File: config.mk
export PLATFORM = sky130hd
export DESIGN_NAME = rc_failsafe_diff_thrust_mixer
export DESIGN_NICKNAME = d
export VERILOG_FILES = /design/src/rcfs_pkg.sv /design/src/rc_failsafe_diff_thrust_mixer.sv
export SDC_FILE = /design/constraint.sdc
export NUM_CORES = 2
export LEC_CHECK = 0
export BUFFER_PORTS_ARGS = -buffer_cell sky130_fd_sc_hd__buf_4
export CAP_MARGIN = 20
export CORE_MARGIN = 5
export CORE_UTILIZATION = 40
export CTS_BUF_LIST = sky130_fd_sc_hd__clkbuf_4 sky130_fd_sc_hd__clkbuf_8
export CTS_CLUSTER_SIZE = 12
export DETAILED_ROUTE_END_ITERATION = 8
export SETUP_SLACK_MARGIN = 0.5
export SYNTH_ARGS = -nofsm -noshare
export SYNTH_HDL_FRONTEND = slang
export SYNTH_SLANG_ARGS = --single-unit
File: constraint.sdc
create_clock -name aclk -period 23.1 [get_ports aclk]
set_input_delay 4.62 -clock aclk [delete_from_list [all_inputs] [get_ports aclk]]
set_output_delay 4.62 -clock aclk [all_outputs]
set_load 0.02 [all_outputs]
File: src/rcfs_pkg.sv
// ----------------------------------------------------------------------------
// rcfs_pkg
// constants, payload types and helpers for the failsafe differential mixer
// ----------------------------------------------------------------------------
package rcfs_pkg;

    // register indexes
    localparam logic CFG_FAILSAFE = 1'b0;
    localparam logic CFG_REPLY    = 1'b1;

    localparam logic [15:0] FAILSAFE_RESET    = 16'd500;
    localparam logic [7:0]  REPLY_RESET       = 8'd50;
    localparam logic [15:0] ROLL_LEVEL_RESET  = 16'd128;

    localparam logic [7:0] AUX_LEVEL_MASK = 8'hB1;
    localparam int         ARM_BIT        = 7;

    // map arithmetic constants
    localparam int ROLL_OFFSET = 296;
    localparam int ROLL_GAIN   = 255;
    localparam int ROLL_DIV    = 592;
    localparam int THR_OFFSET  = 60;
    localparam int THR_GAIN    = 500 / 20;
    localparam int THR_DIV     = 660 / 20;
    localparam int DRIVE_GAIN  = 255;
    localparam int DRIVE_DIV   = 494;
    localparam int BATT_GAIN   = 100;
    localparam int BATT_DIV    = 2282;
    localparam int BATT_BIAS   = 2;
    localparam int ROLL_CENTER = 128;

    // reciprocal divide: quotient is (n * recip) >> shift, off by at most one
    localparam int RECIP_SHIFT = 24;
    localparam int ROLL_RECIP  = (1 << RECIP_SHIFT) / ROLL_DIV;
    localparam int THR_RECIP   = (1 << RECIP_SHIFT) / THR_DIV;
    localparam int DRIVE_RECIP = (1 << RECIP_SHIFT) / DRIVE_DIV;
    localparam int BATT_RECIP  = (1 << RECIP_SHIFT) / BATT_DIV;

    localparam int MAG_W   = 16;
    localparam int GAIN_W  = 8;
    localparam int DIV_W   = 12;
    localparam int RECIP_W = 20;
    localparam int MUL_A_W = RECIP_SHIFT;
    localparam int MUL_B_W = RECIP_W;
    localparam int MUL_P_W = MUL_A_W + MUL_B_W;
    localparam int QUO_W   = MUL_P_W - RECIP_SHIFT;

    typedef struct packed {
        logic        packet_present;
        logic        packet_long;
        logic [7:0]  aux_byte;
        logic [15:0] roll_word;
        logic [15:0] throttle_word;
        logic        link_up;
        logic [15:0] supply_mv;
    } in_item_t;

    function automatic logic [7:0] sat8(input logic signed [17:0] x);
        logic [7:0] r;
        if (x < 18'sd0) begin
            r = 8'd0;
        end else if (x > 18'sd255) begin
            r = 8'd255;
        end else begin
            r = x[7:0];
        end
        return r;
    endfunction

endpackage

File: src/rc_failsafe_diff_thrust_mixer.sv
// ----------------------------------------------------------------------------
// rc_failsafe_diff_thrust_mixer
// failsafe differential-thrust mixer with telemetry battery code
// ----------------------------------------------------------------------------
// One control tick per input transaction, one result per tick. The block takes
// a tick in an idle state that accepts it, a run state in which a single shared 24x20
// multiplier runs four constant divisions (roll map, throttle map, drive scale,
// battery code) in four passes each (gain, reciprocal, back product, correction),
// and a finish state that waits for a free result register, then commits state
// and loads it. The next tick is taken while a result waits on m_tready.
// s_tuser: packet_present, packet_long. s_tdata: aux_byte, roll_word,
// throttle_word, link_up, supply_mv. m_tuser: reply_valid. m_tdata: left_drive,
// right_drive, battery_code, link_lost.
module rc_failsafe_diff_thrust_mixer (
    input  logic        aclk,
    input  logic        aresetn,
    input  logic        s_tvalid,
    output logic        s_tready,
    input  logic [63:0] s_tdata,   // aux_byte, roll_word, throttle_word, link_up, supply_mv
    input  logic [1:0]  s_tuser,   // packet_present, packet_long
    output logic        m_tvalid,
    input  logic        m_tready,
    output logic [31:0] m_tdata,   // left_drive, right_drive, battery_code, link_lost
    output logic [0:0]  m_tuser,   // reply_valid
    input  logic        cfg_valid,
    output logic        cfg_ready,
    input  logic        cfg_index,
    input  logic [15:0] cfg_data
);

    localparam logic [1:0] ST_IDLE = 2'd0;
    localparam logic [1:0] ST_RUN  = 2'd1;
    localparam logic [1:0] ST_FIN  = 2'd2;

    localparam logic [1:0] OP_ROLL  = 2'd0;
    localparam logic [1:0] OP_THR   = 2'd1;
    localparam logic [1:0] OP_DRIVE = 2'd2;
    localparam logic [1:0] OP_BATT  = 2'd3;

    localparam logic [1:0] PH_GAIN  = 2'd0;
    localparam logic [1:0] PH_RECIP = 2'd1;
    localparam logic [1:0] PH_BACK  = 2'd2;
    localparam logic [1:0] PH_FIX   = 2'd3;

    localparam int MA = rcfs_pkg::MUL_A_W;
    localparam int MB = rcfs_pkg::MUL_B_W;
    localparam int MP = rcfs_pkg::MUL_P_W;
    localparam int QW = rcfs_pkg::QUO_W;
    localparam int SH = rcfs_pkg::RECIP_SHIFT;

    logic [1:0] state_reg, state_next;
    logic [1:0] op_reg;
    logic [1:0] phase_reg;

    rcfs_pkg::in_item_t in_reg;

    logic [15:0] failsafe_ticks_reg;
    logic [7:0]  reply_every_reg;

    logic [7:0]  aux_flags_reg;
    logic [15:0] roll_level_reg;
    logic [15:0] throttle_level_reg;
    logic [7:0]  reply_counter_reg;
    logic [15:0] window_ticks_reg;
    logic        packet_seen_reg;
    logic [7:0]  held_left_reg;
    logic [7:0]  held_right_reg;

    logic [MA-1:0] n_reg;
    logic [QW-1:0] q_reg;
    logic [MA-1:0] p_reg;
    logic          neg_reg;

    logic [15:0] roll_q_reg;
    logic [15:0] thr_q_reg;
    logic [15:0] drive_q_reg;
    logic [15:0] batt_q_reg;

    logic        m_tvalid_reg;
    logic [31:0] m_tdata_reg;
    logic        m_tuser_reg;

    // ---------------- handshakes ----------------
    logic s_fire, out_free, fin_fire;

    assign s_tready  = (state_reg == ST_IDLE);
    assign s_fire    = s_tvalid && s_tready;
    assign out_free  = !m_tvalid_reg || m_tready;
    assign fin_fire  = (state_reg == ST_FIN) && out_free;
    assign cfg_ready = 1'b1;
    assign m_tvalid  = m_tvalid_reg;
    assign m_tdata   = m_tdata_reg;
    assign m_tuser   = m_tuser_reg;

    // ---------------- packet decode ----------------
    logic upd_cmd, upd_lvl;
    logic [15:0] thr_sel;

    assign upd_cmd = in_reg.packet_present && in_reg.packet_long;
    assign upd_lvl = upd_cmd && (((in_reg.aux_byte & rcfs_pkg::AUX_LEVEL_MASK) != 8'd0)
                                 || (in_reg.aux_byte == 8'd0));
    assign thr_sel = upd_lvl ? thr_q_reg : throttle_level_reg;

    // ---------------- operand select ----------------
    logic [15:0] roll_r16, thr_t16;
    logic [16:0] roll_x17;
    logic [rcfs_pkg::MAG_W-1:0]   op_mag;
    logic                         op_neg;
    logic [rcfs_pkg::GAIN_W-1:0]  op_gain;
    logic [rcfs_pkg::DIV_W-1:0]   op_div;
    logic [rcfs_pkg::RECIP_W-1:0] op_recip;

    assign roll_r16 = in_reg.roll_word - 16'(rcfs_pkg::ROLL_OFFSET);
    assign roll_x17 = {roll_r16[15], roll_r16} + 17'(rcfs_pkg::ROLL_OFFSET);
    assign thr_t16  = in_reg.throttle_word + 16'(rcfs_pkg::THR_OFFSET);

    always_comb begin
        case (op_reg)
            OP_ROLL: begin
                op_neg   = roll_x17[16];
                op_mag   = roll_x17[16] ? 16'(-roll_x17) : roll_x17[15:0];
                op_gain  = 8'(rcfs_pkg::ROLL_GAIN);
                op_div   = 12'(rcfs_pkg::ROLL_DIV);
                op_recip = 20'(rcfs_pkg::ROLL_RECIP);
            end
            OP_THR: begin
                op_neg   = thr_t16[15];
                op_mag   = thr_t16[15] ? 16'(-thr_t16) : thr_t16;
                op_gain  = 8'(rcfs_pkg::THR_GAIN);
                op_div   = 12'(rcfs_pkg::THR_DIV);
                op_recip = 20'(rcfs_pkg::THR_RECIP);
            end
            OP_DRIVE: begin
                op_neg   = 1'b0;
                op_mag   = thr_sel;
                op_gain  = 8'(rcfs_pkg::DRIVE_GAIN);
                op_div   = 12'(rcfs_pkg::DRIVE_DIV);
                op_recip = 20'(rcfs_pkg::DRIVE_RECIP);
            end
            default: begin
                op_neg   = 1'b0;
                op_mag   = in_reg.supply_mv;
                op_gain  = 8'(rcfs_pkg::BATT_GAIN);
                op_div   = 12'(rcfs_pkg::BATT_DIV);
                op_recip = 20'(rcfs_pkg::BATT_RECIP);
            end
        endcase
    end

    // ---------------- shared multiplier ----------------
    logic [MA-1:0] mul_a;
    logic [MB-1:0] mul_b;
    logic [MP-1:0] mul_p;

    always_comb begin
        case (phase_reg)
            PH_GAIN: begin
                mul_a = MA'(op_mag);
                mul_b = MB'(op_gain);
            end
            PH_RECIP: begin
                mul_a = n_reg;
                mul_b = op_recip;
            end
            PH_BACK: begin
                mul_a = MA'(q_reg);
                mul_b = MB'(op_div);
            end
            default: begin
                mul_a = '0;
                mul_b = '0;
            end
        endcase
    end

    assign mul_p = MP'(mul_a) * MP'(mul_b);

    // correction step
    logic [MA-1:0] rem;
    logic [QW-1:0] q_fix;
    logic [15:0]   q_signed;

    assign rem      = n_reg - p_reg;
    assign q_fix    = q_reg + QW'(rem >= MA'(op_div));
    assign q_signed = neg_reg ? 16'(-q_fix[15:0]) : q_fix[15:0];

    // ---------------- tick commit ----------------
    logic [7:0]  aux1, aux2, aux3;
    logic [15:0] roll1;
    logic [8:0]  cnt9;
    logic        reply;
    logic [7:0]  counter_next;
    logic [7:0]  batt_code;
    logic        armed, m_zero, m_neg;
    logic signed [17:0] s18, roll18, l18, r18;
    logic [7:0]  left_next, right_next;
    logic [16:0] win_inc;
    logic        win_end, seen1, seen_next;
    logic [15:0] window_next;

    always_comb begin
        aux1  = upd_cmd ? in_reg.aux_byte : aux_flags_reg;
        roll1 = upd_lvl ? roll_q_reg : roll_level_reg;
        cnt9  = {1'b0, reply_counter_reg} + 9'(upd_cmd);
        reply = in_reg.packet_present && (cnt9 >= {1'b0, reply_every_reg});
        counter_next = reply ? 8'd0 : cnt9[7:0];
        batt_code = reply ? rcfs_pkg::sat8($signed({2'b00, batt_q_reg})
                                           - 18'(rcfs_pkg::BATT_BIAS))
                          : 8'd0;

        armed  = aux1[rcfs_pkg::ARM_BIT] && in_reg.link_up;
        m_zero = !armed || (thr_sel == 16'd0);
        m_neg  = armed && thr_sel[15];
        aux2   = in_reg.link_up ? aux1 : 8'd0;

        s18    = $signed({2'b00, drive_q_reg});
        roll18 = $signed({{2{roll1[15]}}, roll1});
        l18    = s18;
        r18    = s18;
        if (roll18 > 18'(rcfs_pkg::ROLL_CENTER)) begin
            r18 = s18 - (roll18 - 18'(rcfs_pkg::ROLL_CENTER));
        end else if (roll18 < 18'(rcfs_pkg::ROLL_CENTER)) begin
            l18 = s18 - (18'(rcfs_pkg::ROLL_CENTER) - roll18);
        end
        if (m_zero) begin
            left_next  = 8'd0;
            right_next = 8'd0;
        end else if (m_neg) begin
            left_next  = held_left_reg;
            right_next = held_right_reg;
        end else begin
            left_next  = rcfs_pkg::sat8(l18);
            right_next = rcfs_pkg::sat8(r18);
        end

        seen1   = upd_cmd || packet_seen_reg;
        win_inc = {1'b0, window_ticks_reg} + 17'd1;
        win_end = win_inc >= {1'b0, failsafe_ticks_reg};
        aux3    = aux2;
        seen_next   = seen1;
        window_next = win_inc[15:0];
        if (win_end) begin
            window_next = 16'd0;
            if (!seen1) begin
                aux3 = 8'd0;
            end else begin
                seen_next = 1'b0;
            end
        end
    end

    // ---------------- sequencer ----------------
    always_comb begin
        state_next = state_reg;
        case (state_reg)
            ST_IDLE: begin
                if (s_fire) begin
                    state_next = ST_RUN;
                end
            end
            ST_RUN: begin
                if (phase_reg == PH_FIX && op_reg == OP_BATT) begin
                    state_next = ST_FIN;
                end
            end
            ST_FIN: begin
                if (out_free) begin
                    state_next = ST_IDLE;
                end
            end
            default: begin
                state_next = ST_IDLE;
            end
        endcase
    end

    always_ff @(posedge aclk) begin
        if (!aresetn) begin
            state_reg          <= ST_IDLE;
            op_reg             <= OP_ROLL;
            phase_reg          <= PH_GAIN;
            failsafe_ticks_reg <= rcfs_pkg::FAILSAFE_RESET;
            reply_every_reg    <= rcfs_pkg::REPLY_RESET;
            aux_flags_reg      <= 8'd0;
            roll_level_reg     <= rcfs_pkg::ROLL_LEVEL_RESET;
            throttle_level_reg <= 16'd0;
            reply_counter_reg  <= 8'd0;
            window_ticks_reg   <= 16'd0;
            packet_seen_reg    <= 1'b0;
            held_left_reg      <= 8'd0;
            held_right_reg     <= 8'd0;
            m_tvalid_reg       <= 1'b0;
        end else begin
            state_reg <= state_next;

            if (cfg_valid && cfg_ready) begin
                case (cfg_index)
                    rcfs_pkg::CFG_FAILSAFE: failsafe_ticks_reg <= cfg_data;
                    default:                reply_every_reg    <= cfg_data[7:0];
                endcase
            end

            if (s_fire) begin
                op_reg    <= OP_ROLL;
                phase_reg <= PH_GAIN;
            end else if (state_reg == ST_RUN) begin
                phase_reg <= phase_reg + 2'd1;
                if (phase_reg == PH_FIX) begin
                    op_reg <= op_reg + 2'd1;
                end
            end

            if (m_tvalid_reg && m_tready) begin
                m_tvalid_reg <= 1'b0;
            end

            if (fin_fire) begin
                aux_flags_reg      <= aux3;
                roll_level_reg     <= roll1;
                throttle_level_reg <= thr_sel;
                reply_counter_reg  <= counter_next;
                window_ticks_reg   <= window_next;
                packet_seen_reg    <= seen_next;
                held_left_reg      <= left_next;
                held_right_reg     <= right_next;
                m_tvalid_reg       <= 1'b1;
            end
        end
    end

    // datapath registers
    always_ff @(posedge aclk) begin
        if (s_fire) begin
            in_reg <= {s_tuser[0], s_tuser[1], s_tdata[7:0], s_tdata[23:8],
                       s_tdata[39:24], s_tdata[40], s_tdata[56:41]};
        end
        if (state_reg == ST_RUN) begin
            case (phase_reg)
                PH_GAIN: begin
                    n_reg   <= mul_p[MA-1:0];
                    neg_reg <= op_neg;
                end
                PH_RECIP: begin
                    q_reg <= mul_p[MP-1:SH];
                end
                PH_BACK: begin
                    p_reg <= mul_p[MA-1:0];
                end
                default: begin
                    case (op_reg)
                        OP_ROLL:  roll_q_reg  <= q_signed;
                        OP_THR:   thr_q_reg   <= q_signed;
                        OP_DRIVE: drive_q_reg <= q_signed;
                        default:  batt_q_reg  <= q_signed;
                    endcase
                end
            endcase
        end
        if (fin_fire) begin
            m_tdata_reg <= {7'd0, !in_reg.link_up, batt_code, right_next, left_next};
            m_tuser_reg <= reply;
        end
    end

endmodule

==> impl_results.md <==
- Outcome: complete, no violations
- Root buf cell: clkbuf_8
- H-tree depth: 2
- GR Layer Usage met1: about 28%
- Share of cells above drive strength 1: 9.011%
- Global-route usage over all layers: around a fifth
- Initial drt markers: roughly 2000
- Main synth FF type: edfxtp_1
- Count of final setup violators: 0
- Setup_tns: 0 ps
- Worst skew pair latency: around 680 ps
- DRC: 0
- I/O pin count: 124
- Antenna-violating nets left: 0
- Req. time, crit path: around 24000 ps
- Post-synth EDFFs: between 200 and 250
- Final Hold Fails: 0
- TritonCTS clock tree: done
- Diodes inserted: 0
- Average size of a mapped cell: ~9 sq um
- Net count, final: 4703
- Largest net degree at the start of global routing: 81
- DR vias/cell: ~5.3
- CTS buffer count: 56
- Routed WL per cell: between 15 and 20 um
- Fmax: 0.08405 GHz
- Met2 GRT Util: around a third
- WS Path Type: reg2reg
- Initial antenna violation count: 3
- Core Box Area: a little under 90000 sq um
- Std cell rows: approximately 110
- Die area: roughly 94000 sq um
- Clock transition at the registers of the reported paths: ~60 ps
- Final critical-path required period: about 12000 ps
- Highest-count cells in the layout ignoring fill and taps: 653 x inv_1, 494 x nand2_1, 374 x fa_1, 315 x ha_1, 218 x edfxtp_1
- Max transition margin: 23.73%
- Die W: just over 300 um
- Ys Warns: 0
- Vias in the first global route: between 20000 and 30000
- Crit-path max cell delay: roughly 800 ps
- CTS max path bufs: 3
- Worst hold path type: reg2reg
- CP startpoint kind: flop
- Die height: ~310 um
- DRT Pass-1 Iters: 5
- Critical Path Slowest Stage Cell: or3_1
- Via count: 27260
- Maximum Capacitance Violations: 0
- # Post-CTS Setup Buffers: 0
- Input/output buffers: about 110
- Core Util, Final: around 44%
- Most common cell after layout, fill and taps aside: inv_1
- Cells after synthesis: a little under 4000
- Initial core utilization: about two fifths
- Hpwl dp: 75710 um
- Final Slew Violations: 0
- Global-route wire length before repair: between 150000 and 200000 um
- Async SR Flop Fraction: 0%
- WP data arrival: ~12000 ps
- Worst-path fanout max: 18
- Hold_buf cts: 0
- Clk sinks: 323
- Worst slew pin tran: between 1000 and 1500 ps
- Largest register FFs: around 60
- GR Layer Usage met3: between 3 and 4%
- Fin crit share: between 50% and 60%
- Register area share after synthesis: between 20% and 30%
- Critical Path Sink Type: flop
- Total Wirelength: between 90000 and 100000 um
- GR peak layer: met2
- Unrepaired setup endpoints after global routing: false
- GP Congestion: 0.9070
- Post-synthesis cell area: roughly 35000 sq um
- Post-synthesis register bit count: 323
- Setup Skew: between 40 and 50 ps
- Post-synth cell types: between 100 and 150
- Post-CTS Resized: 0
- Synthesis-to-finish area growth: 9.767%
- Total gr overflow: 0
path summary, 6_finish.rpt:
check,startpoint,end,slack (ps),cells after the start
worst max-delay path,in_reg[36],q_reg[17],11200,36
worst min-delay path,failsafe_ticks_reg[9],failsafe_ticks_reg[9],460,2
worst max register to register,in_reg[36],q_reg[17],11200,36
worst min register to register,failsafe_ticks_reg[9],failsafe_ticks_reg[9],460,2
kinds of logic (layout without fill, tap and decap cells):
| logic type | count (synthesis) | in the layout | synth area share (%) |
|---|---|---|---|
| xor gates and xnor gates | 169 | 169 | 4.250 |
| and+or+nand+nor | 1127 | 1127 | 15.17 |
| adders and majority gates | 690 | 690 | 32.44 |
| buffers and inverters | 816 | 932 | 9.129 |
| other | 2 | 8 | 0.02130 |
| AOI/OAI and AO/OA | 672 | 672 | 12.91 |
| DFF | 323 | 323 | 24.52 |
| muxes | 52 | 52 | 1.547 |
layer usage:
metal / vias up / wire length, um
li1: 12950 / -
met4: 0 / 3141
met2: 757 / 46130
met1: 13390 / 43380
met3: 175 / 6076
met5: - / 0
worst max-delay path: cells and delay by family (launching register included):
family                     cells  cell delay, ps
DFF                            1             550
adders and majority gates      9            4420
AOI/OAI and AO/OA             11            2650
and+or+nand+nor                8            3320
xor gates and xnor gates       1             220
buffers and inverters          7             550
per-stage QoR:
| stage | setup WS [ps] | hold slack [ps] | cell area, sq um | instances |
|---|---|---|---|---|
| after CTS | 11300 | 455.9 | 38680 | 5137 |
| final | 11200 | 455.4 | 38710 | 5138 |
| after global placement | 11470 | 434.9 | 37340 | 5031 |
| after global routing | 10450 | 474.4 | 38710 | 5138 |
| after floorplan | 13390 | 424.9 | 35290 | 3857 |
| after detailed placement | 11360 | 441.3 | 37340 | 5031 |
final cells by class:
class	instances	area, sq um
Clock buffer	78	998.5
Inverter	659	2474
Timing Repair Buffer	167	1274
Tap cell	1165	1458
Sequential cell	323	8648
Clock inverter	28	344.1
Multi-Input combinational cell	2718	23520
Fill cell	8642	49250
cell usage after synthesis, types with 10 or more instances:
library cell	n	area share, %
clkbuf_1	94	1.0
a21boi_0	14	0.30
a22oi_1	18	0.38
nand3_1	43	0.61
buf_1	11	0.12
mux2i_1	41	1.2
buf_2	24	0.34
xnor2_1	102	2.5
xor2_1	66	1.6
fa_1	374	21
o21bai_1	12	0.26
o211ai_1	26	0.55
nand2b_1	36	0.64
or3_1	10	0.18
edfxtp_1	218	19
dfxtp_1	105	6.0
a31oi_1	20	0.35
nor4_1	31	0.55
and3_1	32	0.57
a32o_1	16	0.45
or2_2	12	0.21
a311oi_1	13	0.32
ha_1	316	11
o21a_1	26	0.55
nor3b_1	21	0.45
nand4_1	26	0.46
nor2b_1	21	0.37
inv_1	654	7.0
o21ai_0	140	2.0
o22ai_1	11	0.20
nor2_1	199	2.1
and2_1	90	1.6
nor3_1	60	0.85
a21o_1	46	0.98
a221oi_1	10	0.25
mux2_2	10	0.32
buf_4	17	0.36
a2111oi_0	14	0.35
nand2_1	494	5.3
a211oi_1	39	0.83
a21oi_1	164	2.3
Power is not shown: default switching activity piles up to over one toggle a cycle in this logic, so the estimate is an artifact.
